[src/design/sin_cos_turns_polynomial_defines.svh]
// assertion helpers shared by the sine/cosine pipeline
// both expect clk and rst in scope
`ifndef SIN_COS_TURNS_POLYNOMIAL_DEFINES_SVH
`define SIN_COS_TURNS_POLYNOMIAL_DEFINES_SVH

// same-cycle implication
`define SCT_ASSERT_COMB(label, ante, cons, msg) \
  label: assert property (@(posedge clk) disable iff (rst) (ante) |-> (cons)) \
    else $error(msg);

// next-cycle implication
`define SCT_ASSERT_NEXT(label, ante, cons, msg) \
  label: assert property (@(posedge clk) disable iff (rst) (ante) |=> (cons)) \
    else $error(msg);

`endif

[src/design/sct_pkg.sv]
`timescale 1ns / 1ps
`default_nettype none

package sct_pkg;

  localparam int PHASE_BITS    = 24;
  localparam int OUT_FRAC_BITS = 16;
  localparam int PHASE_W       = 24;
  localparam int OUT_W         = 18;
  localparam int Q_W           = 32;
  localparam int FRAC          = 30;
  localparam int PROD_W        = 2 * Q_W;
  localparam int unsigned OUT_SH = FRAC - OUT_FRAC_BITS;

  typedef logic signed [Q_W-1:0]    q30_t;
  typedef logic signed [PROD_W-1:0] prod_t;
  typedef logic signed [OUT_W-1:0]  out_t;

  // q30 constants
  localparam q30_t Q_ONE   = 32'sd1073741824;
  localparam q30_t HALF_PI = 32'sd1686629713;
  localparam q30_t C0      = 32'sd1324675879;
  localparam q30_t C1      = 32'sd272375560;
  localparam q30_t C2      = 32'sd22401992;
  localparam q30_t C3      = 32'sd987048;
  localparam q30_t S0      = 32'sd441558626;
  localparam q30_t S1      = 32'sd54475112;
  localparam q30_t S2      = 32'sd3200285;
  localparam q30_t S3      = 32'sd109672;

  typedef enum logic [1:0] {
    QUAD_0 = 2'd0,
    QUAD_1 = 2'd1,
    QUAD_2 = 2'd2,
    QUAD_3 = 2'd3
  } quad_t;

  typedef struct packed {
    quad_t quad;
    q30_t  r;
  } front_t;

  typedef struct packed {
    quad_t quad;
    q30_t  cv;
    q30_t  sv;
  } poly_t;

  // arithmetic shift right, round to nearest, ties away from zero
  function automatic prod_t round_shr(input prod_t p, input int unsigned sh);
    prod_t bias;
    prod_t fix;
    bias = (prod_t'(1) << sh) >> 1;
    fix  = (sh != 0 && p[PROD_W-1]) ? prod_t'(1) : prod_t'(0);
    return (p + bias - fix) >>> sh;
  endfunction

  // q30 product, rounded back to q30
  function automatic q30_t qmul(input q30_t a, input q30_t b);
    prod_t p;
    prod_t s;
    p = a * b;
    s = round_shr(p, FRAC);
    return s[Q_W-1:0];
  endfunction

endpackage

`default_nettype wire

[src/design/sct_front.sv]
`timescale 1ns / 1ps
`default_nettype none

module sct_front import sct_pkg::*; (
  input  wire logic               clk,
  input  wire logic               rst,
  input  wire logic               in_valid,
  output logic                    in_ready,
  input  wire logic [PHASE_W-1:0] phase,
  output logic                    out_valid,
  input  wire logic               out_ready,
  output front_t                  out
);

  localparam logic [PHASE_BITS-1:0] EIGHTH = PHASE_BITS'(1) << (PHASE_BITS - 3);
  localparam int R_SH = Q_W - PHASE_BITS;

  logic [PHASE_BITS-1:0] ph;
  logic [PHASE_BITS-1:0] u;
  q30_t                  rem;
  logic                  en;
  logic                  vld;
  front_t                out_next;

  assign ph  = PHASE_BITS'(phase);
  assign u   = ph + EIGHTH;
  assign rem = q30_t'(u[PHASE_BITS-3:0]) - q30_t'(EIGHTH);

  always_comb begin
    out_next.quad = quad_t'(u[PHASE_BITS-1 -: 2]);
    out_next.r    = rem <<< R_SH;
  end

  assign en        = !vld || out_ready;
  assign in_ready  = en;
  assign out_valid = vld;

  always_ff @(posedge clk) begin
    if (rst) begin
      vld <= 1'b0;
    end else if (en) begin
      vld <= in_valid;
    end
  end

  always_ff @(posedge clk) begin
    if (en) begin
      out <= out_next;
    end
  end

endmodule

`default_nettype wire

[config.mk]
export PLATFORM = sky130hd
export DESIGN_NAME = sct_front
export DESIGN_NICKNAME = d
export VERILOG_FILES = /design/src/design/sin_cos_turns_polynomial_defines.svh /design/src/design/sct_pkg.sv /design/src/design/sct_front.sv
export SDC_FILE = /design/constraint.sdc
export NUM_CORES = 1
export LEC_CHECK = 0
export BUFFER_PORTS_ARGS = -buffer_cell sky130_fd_sc_hd__buf_4
export CORE_UTILIZATION = 35
export DETAILED_ROUTE_END_ITERATION = 8
export PLACE_DENSITY = 0.8
export SLEW_MARGIN = 0
export SYNTH_ARGS = -nofsm -noshare
export SYNTH_HDL_FRONTEND = slang
export SYNTH_SLANG_ARGS = --single-unit
[constraint.sdc]
create_clock -name clk -period 0.8 [get_ports clk]
set_input_delay 0.16 -clock clk [delete_from_list [all_inputs] [get_ports clk]]
set_output_delay 0.16 -clock clk [all_outputs]
set_load 0.01 [all_outputs]
* Word level (Yosys, flattened, before mapping)
Cells that the tools add are included.
** Cells by class
- $add $sub $neg :: 2
- Reduce and logical (&&, ||, !) cells :: 2
** Operators with widths (number)
- adder 24 x 22 -> 24 bit, second input constant :: 1
- subtractor 22 x 22 -> 23 bit, second input constant :: 1
- logical NOT 1 bit :: 1
- logical OR 1 bit :: 1
** Storage, ports and cells
- Register bits after elaboration :: 27
- Bits of input ports :: 28
- Output and inout bits :: 36
- Word-level logic and storage cells :: 7

* Logic depth before layout (Yosys ltp)
- Depth after elaboration :: 2
- Depth in mapped cells :: 2
- Mapped depth without buffers :: 2

* Worst setup path after synthesis
No wires, ideal clock.
- Path kind :: register to register
- From :: register vld (netlist: out_valid)
- To :: register out[10] (netlist bit) (enable)
- Setup time :: 0.336 ns
- Arrival time :: 0.598 ns
- Data required time :: 0.464 ns
- Path slack :: -0.134 ns
- Stages on the path, launching flop included :: 2
- Path buffers :: 0
- Clock period less this slack :: 0.934 ns
- Cell sequence :: dfxtp_1 > nand2b_4
** On the way
- Longest elaborated chain between the ends :: 2
** Ends and longest elaborated chain
- start, declared :: RTL line sct_front.sv:22 : logic vld;
- start signal, assigned :: RTL line sct_front.sv:42 : vld <= in_valid;
- logical NOT 1 bit :: RTL line sct_front.sv:34 : assign en = !vld || out_ready;
- logical OR 1 bit :: RTL line sct_front.sv:34
- net in_ready :: RTL line sct_front.sv:8 : output logic in_ready,
- end signal, assigned :: RTL line sct_front.sv:48 : out <= out_next;
- end, declared :: RTL line sct_front.sv:12 : output front_t out
The timed path passes the listed nets, and every way through them passes these cells.
A chain may end at the register's enable or synchronous reset.

* Worst setup path after layout
- From :: register vld (netlist: out_valid)
- To :: output in_ready
** On the way
- Longest elaborated chain between the ends :: 2
** Ends and longest elaborated chain (RTL line)
- logical NOT 1 bit :: sct_front.sv:34
- logical OR 1 bit :: sct_front.sv:34
- end, declared :: sct_front.sv:8
No other way between the ends.

==> results.cfg <==
[run_status]
status = finished, violations left
failing_checks = setup timing

[detailed_routing]
detail_route.drc_violations = 0
avgViaCountPerCell = 3.91
met1_routed_wirelength_after_detailed_routing_um = 700
vias = 590
routed.top_layer = met4
dr.pass1.iters = 2
wirelength_um = 1750
post_drt_wl_per_cell_um = 11.6
detail-route-antenna-nets = 0
detailroute.wirelength.met2_um = 923
dr_wl_met3_um = 115
drt_iter0_drc = 9

[clock_network]
worstSkewPairLatency_ps = 310
clockBufferDepth = 2
cts_tree = yes
tritoncts.num_buffers = 3
tritoncts_num_sinks = 25
cts-htree-levels = 1
cts.clk_slew.worst_paths_ps = 130
clock-root-buffer = clkbuf_4

[critical_path]
critPathMaxFanout = 3
crit_family = flip-flops
worstSetupPathType = flip-flop to output port
cp.arrival_ps = 910
timing.critical_path.required_ps = 640
endpoint_kind = output port
worst_path_cell_trace = nand2b_4 > buf_6
critPathSlowestCell = dfxtp_4
crit_buf_inv = 1
worst_setup_path_start_kind = flip-flop
timing.critical_path.slowest_cell_delay_ps = 400

[logic_synthesis]
syn_inst = 41
yosys_warnings = 0
synth-seq-cells = 25
synth.yosys.seq_area_share = 0.854
syn-cell-area_um2 = 867
synth_cell_type_count = 9
synth_largest_area_cell = edfxtp_1
synthesis.area_per_instance_um2 = 21.1
largest_cells_by_area_after_synthesis = edfxtp_1 (83%), buf_4 (8.7%), dfxtp_1 (2.3%)
netlist.area_leader.share = 0.831

[grt]
grt_remaining_overflow = 0
antenna_found_initial = 0
number_of_global_route_vias_before_repair = 485
grtUsageTotal = 0.117
pin_count_of_the_biggest_net_entering_global_routing = 16
grt_first_pass_wirelength_um = 2110

[floorplan]
fp.dieH_um = 51.8
design.die.area_um2 = 2680
io_pins = 64
chipWidth_um = 51.8
initial_core_utilization = 0.381
floorplan.core_area_um2 = 2280
core.rowCount = 17

[final_layout]
final_net_count = 153
multiInputGateArea_um2 = 101
final_util = 0.739
final_layout_size_suffix_gt1_frac = 0.553
antenna_cells_inserted = 0
ff_latch_area_um2 = 744
areaGrowthSynthToFinish_pct = 93.9
filler_cell_count = 150
final-instance-count-excl-fill = 151

[placed_design]
dpl_worst_slack_ps = -145
gp_congestion = 0.619
dp_cells = 121
portBuffers = 55

[timing]
setup_slack_ps = -270
grt_setup_unrepaired = true
hold_slack_ps = 25.0
report.final.setup_viol = 52
period_minus_slack_ps = 1070
slew_violations = 0
final.setup_skew_ps = 3.93
max_freq_mhz = 935
layout_worst_path_cycle_share = 1.34
hold_violations_final = 0

[flow_run]
drv.max_cap_violation_count = 0

[worst_hold_path]
min-delay-path-class = input pin to flip-flop

[power_and_ir_drop]
power.density_nw_per_um2 = 1580
ir_worst_vdd_mv = 1.18
power_leakage_uw = 0.000752
synth_stat cells:
library cell	count
edfxtp_1	24
buf_4	10
a21oi_2	1
conb_1	1
dfxtp_1	1
ha_1	1
inv_1	1
nand2b_4	1
xor2_1	1
report_power, final:
part	total [µW]	internal [µW]	leakage (µW)	switching (µW)
Sequential	1580	1540	0.000258	44.9
Clock	544	190	0.0000139	354
Combinational	532	355	0.000480	178
area by class of cell:
cell class | count | share of cell area
Tap cell | 28 | 0.0208
Inverter | 1 | 0.00223
Timing Repair Buffer | 79 | 0.456
Sequential cell | 25 | 0.443
Clock inverter | 1 | 0.00446
Multi-Input combinational cell | 14 | 0.0603
Clock buffer | 3 | 0.0134
kinds of logic after synthesis:
family | share of synthesized area
other | 0.00432
xor gates and xnor gates | 0.0101
adders and majority gates | 0.0144
and+or+nand+nor | 0.0159
buffers and inverters | 0.0909
AOI/OAI and AO/OA | 0.0101
DFF | 0.854
through the flow:
step	total power [µW]	TNS, ps	cell area (µm²)
final	2660	-8480	1680
after global routing	2790	-10400	1680
after CTS	2530	-9190	1360
after detailed placement	1950	-3540	1270
after global placement	1950	-3260	1270
after floorplan	1740	-2570	895
cells in the final DEF (no fill, tap or decap):
cell	synthesis	routed
a21oi_2	1	1
buf_12	0	1
buf_4	10	32
buf_6	0	25
clkbuf_16	0	1
clkbuf_4	0	3
clkinvlp_4	0	1
conb_1	1	8
dfxtp_4	0	1
dlygate4sd3_1	0	20
edfxtp_1	24	24
ha_1	1	1
inv_1	1	1
nand2b_4	1	3
xor2_1	1	1
per-layer routing:
metal,track usage,vias to the layer above
met5,0,-
met4,0.0676,0
met3,0.0322,2
met2,0.199,41
met1,0.129,250
li1,-,297
registers in the layout (all words and copies together) (netlist names):
signal	flops
out_valid	1
out	24
path summary, 6_finish.rpt:
path | startpoint | slack [ps] | to | depth (start not counted)
hold / removal | phase[10] | 20 | out[18]$_DFFE_PP_ | 1
setup reg to reg | out_valid$_SDFFE_PP0P_ | -180 | out[28]$_DFFE_PP_ | 3
setup / recovery | out_valid$_SDFFE_PP0P_ | -270 | in_ready | 2
hold reg to reg | out_valid$_SDFFE_PP0P_ | 700 | out_valid$_SDFFE_PP0P_ | 3
timing repair:
action,4_1_cts,5_1_grt
hold buffers,1,19
resized for setup,10,23
pin swaps,0,1
gates cloned,1,2
setup endpoints to repair,53,53
endpoints found under the hold margin,1,19
buffers inserted,1,3
Note: power is estimated with default switching activity, not from simulation.
