## src/design/sin_cos_turns_polynomial_defines.svh

```systemverilog
// assertion helpers shared by the sine/cosine pipeline
// both expect clk and rst in scope
`ifndef SIN_COS_TURNS_POLYNOMIAL_DEFINES_SVH
`define SIN_COS_TURNS_POLYNOMIAL_DEFINES_SVH

// same-cycle implication
`define SCT_ASSERT_COMB(label, ante, cons, msg) \
  label: assert property (@(posedge clk) disable iff (rst) (ante) |-> (cons)) \
    else $error(msg);

// next-cycle implication
`define SCT_ASSERT_NEXT(label, ante, cons, msg) \
  label: assert property (@(posedge clk) disable iff (rst) (ante) |=> (cons)) \
    else $error(msg);

`endif

```

## src/design/sct_pkg.sv

```systemverilog
`timescale 1ns / 1ps
`default_nettype none

package sct_pkg;

  localparam int PHASE_BITS    = 24;
  localparam int OUT_FRAC_BITS = 16;
  localparam int PHASE_W       = 24;
  localparam int OUT_W         = 18;
  localparam int Q_W           = 32;
  localparam int FRAC          = 30;
  localparam int PROD_W        = 2 * Q_W;
  localparam int unsigned OUT_SH = FRAC - OUT_FRAC_BITS;

  typedef logic signed [Q_W-1:0]    q30_t;
  typedef logic signed [PROD_W-1:0] prod_t;
  typedef logic signed [OUT_W-1:0]  out_t;

  // q30 constants
  localparam q30_t Q_ONE   = 32'sd1073741824;
  localparam q30_t HALF_PI = 32'sd1686629713;
  localparam q30_t C0      = 32'sd1324675879;
  localparam q30_t C1      = 32'sd272375560;
  localparam q30_t C2      = 32'sd22401992;
  localparam q30_t C3      = 32'sd987048;
  localparam q30_t S0      = 32'sd441558626;
  localparam q30_t S1      = 32'sd54475112;
  localparam q30_t S2      = 32'sd3200285;
  localparam q30_t S3      = 32'sd109672;

  typedef enum logic [1:0] {
    QUAD_0 = 2'd0,
    QUAD_1 = 2'd1,
    QUAD_2 = 2'd2,
    QUAD_3 = 2'd3
  } quad_t;

  typedef struct packed {
    quad_t quad;
    q30_t  r;
  } front_t;

  typedef struct packed {
    quad_t quad;
    q30_t  cv;
    q30_t  sv;
  } poly_t;

  // arithmetic shift right, round to nearest, ties away from zero
  function automatic prod_t round_shr(input prod_t p, input int unsigned sh);
    prod_t bias;
    prod_t fix;
    bias = (prod_t'(1) << sh) >> 1;
    fix  = (sh != 0 && p[PROD_W-1]) ? prod_t'(1) : prod_t'(0);
    return (p + bias - fix) >>> sh;
  endfunction

  // q30 product, rounded back to q30
  function automatic q30_t qmul(input q30_t a, input q30_t b);
    prod_t p;
    prod_t s;
    p = a * b;
    s = round_shr(p, FRAC);
    return s[Q_W-1:0];
  endfunction

endpackage

`default_nettype wire

```

## src/design/sct_out.sv

```systemverilog
`timescale 1ns / 1ps
`default_nettype none
`include "sin_cos_turns_polynomial_defines.svh"

module sct_out import sct_pkg::*; (
  input  wire logic  clk,
  input  wire logic  rst,
  input  wire logic  in_valid,
  output logic       in_ready,
  input  wire poly_t in,
  output logic       out_valid,
  input  wire logic  out_ready,
  output out_t       sine,
  output out_t       cosine
);

  // 0.7 in q30, below cos(pi/4) with margin
  localparam q30_t  MAG_TH = 32'sd751619276;
  localparam prod_t LIM    = prod_t'(1) <<< OUT_FRAC_BITS;

  logic [1:0] vld;
  logic [1:0] en;
  q30_t       so1;
  q30_t       co1;
  q30_t       so_next;
  q30_t       co_next;

  function automatic out_t to_out(input q30_t q);
    prod_t v;
    v = round_shr(prod_t'(q), OUT_SH);
    if (v > LIM) begin
      v = LIM;
    end
    if (v < -LIM) begin
      v = -LIM;
    end
    return v[OUT_W-1:0];
  endfunction

  // quadrant swap and negate
  always_comb begin
    case (in.quad)
      QUAD_0: begin so_next = in.sv;  co_next = in.cv;  end
      QUAD_1: begin so_next = in.cv;  co_next = -in.sv; end
      QUAD_2: begin so_next = -in.sv; co_next = -in.cv; end
      QUAD_3: begin so_next = -in.cv; co_next = in.sv;  end
      default: begin so_next = in.sv; co_next = in.cv;  end
    endcase
  end

  assign en[1]     = !vld[1] || out_ready;
  assign en[0]     = !vld[0] || en[1];
  assign in_ready  = en[0];
  assign out_valid = vld[1];

  always_ff @(posedge clk) begin
    if (rst) begin
      vld <= '0;
    end else begin
      if (en[0]) begin
        vld[0] <= in_valid;
      end
      if (en[1]) begin
        vld[1] <= vld[0];
      end
    end
  end

  always_ff @(posedge clk) begin
    if (en[0]) begin
      so1 <= so_next;
      co1 <= co_next;
    end
  end

  always_ff @(posedge clk) begin
    if (en[1]) begin
      sine   <= to_out(so1);
      cosine <= to_out(co1);
    end
  end

  // one of the two is always the cosine branch near its peak
  `SCT_ASSERT_COMB(a_one_side_large, vld[0], so1 >= MAG_TH || so1 <= -MAG_TH || co1 >= MAG_TH || co1 <= -MAG_TH, "neither sine nor cosine near full scale")

endmodule

`default_nettype wire
```

## config.mk

```make
export PLATFORM = sky130hd
export DESIGN_NAME = sct_out
export DESIGN_NICKNAME = d
export VERILOG_FILES = /design/src/design/sct_pkg.sv /design/src/design/sct_out.sv
export VERILOG_INCLUDE_DIRS = /design/src /design/src/design
export SDC_FILE = /design/constraint.sdc
export NUM_CORES = 1
export LEC_CHECK = 0
export ABC_AREA = 1
export ABC_CLOCK_PERIOD_IN_PS = 3960
export BUFFER_PORTS_ARGS = -buffer_cell sky130_fd_sc_hd__buf_2
export CORE_MARGIN = 8
export CORE_UTILIZATION = 62
export DETAILED_ROUTE_END_ITERATION = 12
export PLACE_DENSITY = 0.85
export SYNTH_ARGS = -nofsm -noshare
export SYNTH_HDL_FRONTEND = slang
export SYNTH_SLANG_ARGS = --single-unit
```

## constraint.sdc

```tcl
create_clock -name clk -period 3.96 [get_ports clk]
set_input_delay 0.594 -clock clk [delete_from_list [all_inputs] [get_ports clk]]
set_output_delay 0.594 -clock clk [all_outputs]
set_load 0.02 [all_outputs]
```

==> Yosys cells after proc, flatten, opt, wreduce, memory -nomap -nowiden <==
Cells that the tools add are included.
{ "totals": {"register_bits": 102, "in_bits": 70, "output_inout_bits": 38, "word_cells": 32} }
{ "op_classes": {"n_addsub": 6, "n_lt_le_gt_ge": 4, "n_eq_ne": 3, "muxes": 8, "reduce_logical": 5} }
{ "op_table": {"columns": ["cell", "count"], "rows": [
  ["two-way mux 64 bit", 4],
  ["one-hot mux 32 bit (4 select lines)", 2],
  ["less-than comparator 64 x 17 -> 1 bit (second input constant)", 2],
  ["subtractor 33 x 2 -> 34 bit", 2],
  ["adder 32 x 15 -> 33 bit (second input constant)", 2],
  ["negation 32 bit", 2],
  ["greater-than comparator 20 x 18 -> 1 bit (second input constant)", 2],
  ["== test 2 bit (second input constant)", 2],
  ["== test 2 x 1 -> 1 bit (second input constant)", 1],
  ["logical NOT 1 bit", 2],
  ["logical NOT 2 bit", 1],
  ["logical OR 1 bit", 2],
  ["two-way mux 1 bit", 2]
]} }

==> Longest topological paths before layout <==
Gate-level depths: netlist (run 1).
{ "depth": {"depth_word": 6, "ltp_mapped": 22, "ltp_nobuf": 21} }

==> Worst setup path after synthesis (run 1) <==
Ideal clock, no wire load.
{ "synth_path": {"path_kind": "in2reg", "startpoint": "input out_ready", "endpoint": "register co1[0], enable pin", "setup_time_ps": 916, "arrival_time_ps": 2244, "required_ps": 3044, "slack_ps": 800, "stages": 2, "n_path_buf": 0, "cell_sequence": "inv_1 > nand3_1"} }
{ "synth_between": {"elab_chain_cells": 2} }
{ "synth_rtl": {"columns": ["item", "line_no", "rtl"], "rows": [
  ["from (decl)", "sct_out.sv:12", "input wire logic out_ready,"],
  ["logical OR 1 bit", "sct_out.sv:51", "assign en[1] = !vld[1] || out_ready;"],
  ["logical OR 1 bit", "sct_out.sv:52", "assign en[0] = !vld[0] || en[1];"],
  ["via in_ready", "sct_out.sv:9", "output logic in_ready,"],
  ["to (signal assigned)", "sct_out.sv:72", "co1 <= co_next;"],
  ["to (decl)", "sct_out.sv:24", "q30_t co1;"]
]} }
The timed path passes the listed nets, and every way through them passes these cells.
A chain may end at the register's enable or synchronous reset.

==> Worst setup path after layout (run 1) <==
{ "layout_path": {"startpoint": "register co1[14]", "endpoint": "register cosine[15], data pin"} }
{ "layout_between": {"elab_chain_cells": 6} }
{ "layout_rtl": {"columns": ["item", "line_no", "rtl"], "rows": [
  ["adder 32 x 15 -> 33 bit *", "sct_pkg.sv:55", "return (p + bias - fix) >>> sh;"],
  ["subtractor 33 x 2 -> 34 bit *", "sct_pkg.sv:55", null],
  ["greater-than comparator 20 x 18 -> 1 bit", "sct_out.sv:31", "if (v > LIM) begin"],
  ["two-way mux 64 bit *", "sct_out.sv:31", null],
  ["two-way mux 64 bit *", "sct_out.sv:77", "if (en[1]) begin"],
  ["less-than comparator 64 x 17 -> 1 bit", "sct_out.sv:34", "if (v < -LIM) begin"],
  ["to (signal assigned)", "sct_out.sv:79", "cosine <= to_out(co1);"],
  ["to (decl)", "sct_out.sv:14", "output out_t cosine"]
]} }
Every way passes the cells marked *; elsewhere a longest branch is shown, timed or not. The select of a mux whose other input is x is not followed.

==> results of run 1 <==
## stage by stage
| stage | instances | power [uW] | util | area, sq um |
|---|---|---|---|---|
| after floorplan | 1814 | 3250 | - | 11200 |
| after global placement | 2131 | 3850 | 0.674 | 12000 |
| after detailed placement | 2131 | 3920 | 0.674 | 12000 |
| after CTS | 2147 | 4800 | 0.690 | 12300 |
| after global routing | 2147 | 5180 | 0.690 | 12300 |
| final | 2147 | 4830 | 0.690 | 12300 |
## routing by layer
| metal | up-vias | GRT usage | routed length, um |
|---|---|---|---|
| met5 | - | 0 | 0 |
| met4 | 0 | 0.107 | 988 |
| met3 | 91 | 0.0493 | 3380 |
| met2 | 644 | 0.495 | 15400 |
| met1 | 5497 | 0.420 | 14800 |
| li1 | 6013 | - | - |
## power breakdown
| group | internal (uW) | switching (uW) |
|---|---|---|
| combinational | 747 | 1660 |
| clock | 443 | 446 |
| sequential | 1430 | 97.6 |
## cell type report
| cell class | count | area (sq um) | area share |
|---|---|---|---|
| clock buffer | 9 | 225 | 0.0183 |
| clock inverter | 7 | 65.1 | 0.00529 |
| inverter | 359 | 1350 | 0.109 |
| multi-input combinational | 1327 | 6750 | 0.549 |
| sequential | 102 | 3040 | 0.247 |
| tap | 229 | 287 | 0.0233 |
| timing repair buffer | 114 | 588 | 0.0478 |
## flip-flops by register name, summed over array words and instances, names as in the netlist
signal	cells
vld	2
co1	32
cosine	18
so1	32
sine	18
## worst paths after layout
path,from,to,slack (ns)
worst max-delay path,co1[14]$_DFFE_PP_,cosine[15]$_SDFFCE_PP0P_,0.73
worst min-delay path,rst,vld[0]$_SDFFE_PP0P_,0.41
worst min register to register,vld[0]$_SDFFE_PP0P_,vld[1]$_SDFFE_PP0P_,0.52
worst max register to register,co1[14]$_DFFE_PP_,cosine[15]$_SDFFCE_PP0P_,0.73
## synthesized netlist by cell type, types with 2 or more instances
| master | n |
|---|---|
| xor2_1 | 31 |
| nor3_2 | 6 |
| ha_1 | 64 |
| a21oi_1 | 71 |
| a31oi_1 | 3 |
| xnor2_1 | 5 |
| o2111ai_1 | 14 |
| o21bai_1 | 10 |
| nand3_1 | 143 |
| nand2_1 | 571 |
| buf_6 | 2 |
| nor3_1 | 17 |
| or2_1 | 2 |
| o22ai_1 | 10 |
| nand4_1 | 46 |
| nor2_2 | 18 |
| clkbuf_1 | 23 |
| o21ai_0 | 70 |
| nand2_2 | 6 |
| inv_1 | 353 |
| inv_2 | 5 |
| nand3b_1 | 7 |
| a221oi_1 | 3 |
| a21oi_2 | 3 |
| edfxtp_1 | 100 |
| nor4_1 | 10 |
| dfxtp_1 | 2 |
| or2_2 | 5 |
| nor2_4 | 11 |
| and2_1 | 4 |
| o21ai_1 | 7 |
| nor2_1 | 177 |
## cells by family (layout without fill, tap and decap cells)
| logic type | Yosys count | after routing | share of synthesized area |
|---|---|---|---|
| compound gates | 197 | 197 | 0.0999 |
| xor+xnor | 36 | 36 | 0.0281 |
| fa+ha+maj | 64 | 64 | 0.0713 |
| buf+inv | 385 | 489 | 0.130 |
| flops | 102 | 102 | 0.271 |
| simple gates | 1030 | 1030 | 0.400 |
## critical path, cell delays in order (launching register included)
cell,delay [ns]
edfxtp_1,0.47
inv_1,0.10
ha_1,0.39
inv_1,0.11
nand2_1,0.11
nor2_1,0.14
inv_1,0.08
nor2_1,0.12
nand2_1,0.07
nand2_1,0.08
inv_1,0.05
o21bai_1,0.22
inv_1,0.13
a31oi_1,0.20
nand2_1,0.10
nand2_2,0.48
nor2_1,0.10
==> metrics, run 1 <==
Req. time, crit path=roughly 4.1 ns; Syn Inst Count=between 1,500 and 2,000; Syn. warnings=0; Max Cap Viol=0; overall routing resource usage=0.310; DRT Wirelength=about 35,000 um; Worst Hold Margin=a little over 0.4 ns; layout cells sized above 1=0.101; Critical Path Sink Type=register; Vias=between 10,000 and 15,000; fmax=between 300 and 400 MHz; number of synthesized flops with an enable pin=100; post-synth cell types=47; setup tns final=0 ns; reg2reg path depth=16; outcome=finished clean; Vias/cell=roughly 5.7; Pre-antenna DRT Iters=8; pre-CTS setup slack=0.824 ns; DIE AREA=approximately 0.023 sq mm; ANT nets after route=0; Hold-fix buffers, CTS=0; Final Slew Violations=0; fillcell total=approximately 1,700; Slew HR=0.425; clock skew=about 0.015 ns; core footprint=between 0.015 and 0.02 sq mm; Min-Delay Path Class=in -> reg; pwr/cell area=393 mW/mm^2; largest net degree at the start of global routing=49; Starting Density=0.630; Sink Count=102; vias in the first global route=11,300; Post-route DRC=0; Max IR drop VDD=~0.32 mV; commonest non-fill, non-tap cells in the layout=571 x nand2_1, 353 x inv_1, 174 x nor2_1; post-synth top area cell=edfxtp_1; Synthesized Nets=just under 2,000; DR iter-0 viols=about 1,200; crit path DAT=about 3.3 ns; GPL Wtd Cong=0.970; top-area cell type share of the netlist area=0.267; die width=around 150 um; TritonCTS Buffers=9; num rows=slightly below 50; post-CTS resize count=0; Final Net Count=2,047; Period Utilization, post-route=0.815; worst slew pin tran=roughly 0.86 ns; register bit count reported by yosys=102; Final min period=3.23 ns; RSZ-0062 raised after global routing=false; Post-synth ARST share=0; ANT cells=0; Avg WL per Cell=approximately 16 um; Layout area overhead=9.59%; CTS Buffer Depth=2; Syn Std Cell Area=~0.011 sq mm; Max FO, Critical Path=16; setup violators final=0; Startpoint Class=register; Clk pin slew, worst setup/hold paths=0.08 ns; Most used DFF post-synth=edfxtp_1; most common cell after layout, fill and taps aside=nand2_1; CTS root buffer=clkbuf_16; post-DP HPWL=a little under 30,000 um; Die H=~150 um; IO Pins=between 100 and 150; GRT overflow=0; Fin. Hold Viols=0; initial antenna violation count=0; sequential fraction of the synthesis area=0.271; Worst Setup Path Type=reg -> reg; hold depth=2; final worst slack=roughly 0.73 ns; input/output buffers=about 110; Clk Latency, worst-skew pair=~0.37 ns; Setup Fix Bufs, Post-CTS=0; ranking of synthesized cells by area=edfxtp_1 27%, nand2_1 19%, inv_1 12%; H-Tree Depth=3; first-pass GRT wire length=around 56,000 um; CTS tree=done; Avg Cell Area, Syn=between 6 and 7 sq um; P_leak=0.00643 uW
(Power assumes the default switching activity.)
==> inputs of run 2 (changes only) <==
ABC_CLOCK_PERIOD_IN_PS = 3000   (was 3960)
clock period = 3 ns   (was 3.96 ns; I/O delays follow)
==> run 2 against run 1 <==
  * Clock power rose by 36%
  * First-iteration DRC count rose by 6.1%
  * Count of clock-buffer cells in the layout did not move
  * Sequential share of layout area fell by 0.45 points
  * Wire length rose by 1.1%
  * Largest cell class unchanged
==> metrics, run 2 (synthesis results as in run 1) <==
outcome=finished clean; overall routing resource usage=0.306; IO Pins=~110; clock skew=approximately 0.012 ns; met1 Use GR=0.414; critical path depth in cells=19; CTS root buffer=clkbuf_16; Period Utilization, post-route=0.929; total power=roughly 6500 uW; Pre-antenna DRT Iters=8; Max Cap Viol=0; commonest non-fill, non-tap cells in the layout=569 x nand2_1, 353 x inv_1, 171 x nor2_1; H-Tree Depth=3; largest net degree at the start of global routing=just under 50; RR Startpoint=co1[14]$_DFFE_PP_; CTS tree=done; CP endpoint=cosine[8]$_SDFFCE_PP0P_; Min-Delay Path Class=in -> reg; GPL Wtd Cong=1.04; worst slew pin tran=roughly 0.66 ns; CTS Buffer Depth=2; RR Endpoint=cosine[8]$_SDFFCE_PP0P_; vias in the first global route=approximately 11,000; Clk pin slew, worst setup/hold paths=about 0.07 ns; slowest cell on the critical path=edfxtp_1; Critical Path Most Common Cell=nand2_1; Clk Latency, worst-skew pair=about 0.36 ns; delay-heaviest family, CP=simple AND/OR/NAND/NOR gates; final non-filler cell total=roughly 2,200; Startpoint Class=register; GRT overflow=0; core footprint=between 0.015 and 0.02 sq mm; Max FO, Critical Path=7; num rows=a little under 50; ANT cells=0; setup violators final=0; most crowded layer after global routing=met2; most common cell after layout, fill and taps aside=nand2_1; die width=roughly 150 um; fmax=roughly 360 MHz; P_leak=between 0.006 and 0.007 uW; DR iter-0 viols=between 1,000 and 1,500; input/output buffers=roughly 110; Avg WL per Cell=around 16 um; first-pass GRT wire length=around 55,000 um; Final min period=around 2.8 ns; Die H=between 150 and 200 um; Critical Path Sink Type=register; initial antenna violation count=0; Starting Density=0.630; Req. time, crit path=3.23 ns; placed instance count=roughly 2,100; ANT nets after route=0; Buf/Inv on CP=4; DIE AREA=0.0227 sq mm; Fin. Hold Viols=0; Post-route DRC=0; post-DP HPWL=around 29,000 um; Final Net Count=2,065; reg2reg path depth=19; Slew HR=0.559; CP max stage delay=~0.46 ns; Vias/cell=approximately 5.6; setup tns final=0 ns; Cell Chain, Critical Path=inv_1 -> ha_2 -> inv_1 -> nand2_1 -> nor2_2 -> inv_1 -> nor2_1 -> and2_1 -> nand2_1 -> nand2_1 -> nand2_1 -> nand2_1 -> nand3_1 -> nor2_1 -> nand3_1 -> nand2_1 -> nand2_4 -> clkbuf_16 -> nor2_4; Sink Count=102; DRT Wirelength=35,000 um; grt met2 use=0.492; Final Slew Violations=0; GR Util met3=0.0481; Layout area overhead=11.6%; R2R setup slack=0.21 ns; Max IR drop VDD=0.438 mV; pwr/cell area=between 500 and 600 mW/mm^2; Vias=12,200; Worst Setup Path Type=reg -> reg; TritonCTS Buffers=9; crit path from=co1[14]$_DFFE_PP_; layout cells sized above 1=0.116; Largest regs=co1: 32 flops, so1: 32 flops; crit path DAT=3.01 ns
[run 2: layout make-up]
class	count	area (sq um)
multi-input cells	1328	6810
fillers	1653	5310
flip-flops and latches	102	3040
inverters	359	1350
repair buffers	131	746
well taps	229	287
clock buffers	9	225
clock inverters	7	82.6
[run 2: how the worst min path moves through the flow]
stage / startpoint / end / depth (start not counted)
2_1_floorplan: vld[0]$_SDFFE_PP0P_ / vld[1]$_SDFFE_PP0P_ / 2
4_1_cts: rst / vld[1]$_SDFFE_PP0P_ / 2
5_1_grt: rst / vld[1]$_SDFFE_PP0P_ / 2
3_3_place_gp: vld[0]$_SDFFE_PP0P_ / vld[1]$_SDFFE_PP0P_ / 2
6_report: rst / vld[1]$_SDFFE_PP0P_ / 2
3_5_place_dp: vld[0]$_SDFFE_PP0P_ / vld[1]$_SDFFE_PP0P_ / 2
[run 2: through the flow]
step | cell area, sq um | utilization | hold WS, ns | worst slack (ns)
after floorplan | 11200 | - | 0.436 | 0.555
after global placement | 12100 | 0.679 | 0.443 | 0.0482
after detailed placement | 12100 | 0.679 | 0.482 | -0.0102
after CTS | 12400 | 0.696 | 0.263 | 0.0501
after global routing | 12500 | 0.703 | 0.270 | -0.00929
final | 12500 | 0.703 | 0.268 | 0.212
[run 2: metal layers]
metal  up-vias  wire [um]  share of wire
li1       6034          -              -
met1      5446      14800           0.42
met2       642      15600           0.45
met3        67       3680           0.11
met4         0        919          0.026
met5         -          0              0
[run 2: power by group]
part           switching, uW  total, uW  internal, uW
clock network            548       1210           658
logic                   2260       3320          1070
registers                124       2020          1890
total                   2930       6550          3620
[run 2: timing repair]
action                                  in CTS  in global routing
resized for setup                            0                 15
hold buffers                                 0                  0
endpoints found under the setup margin       0                 32
endpoints found under the hold margin        0                  0
setup buffers                                0                  4
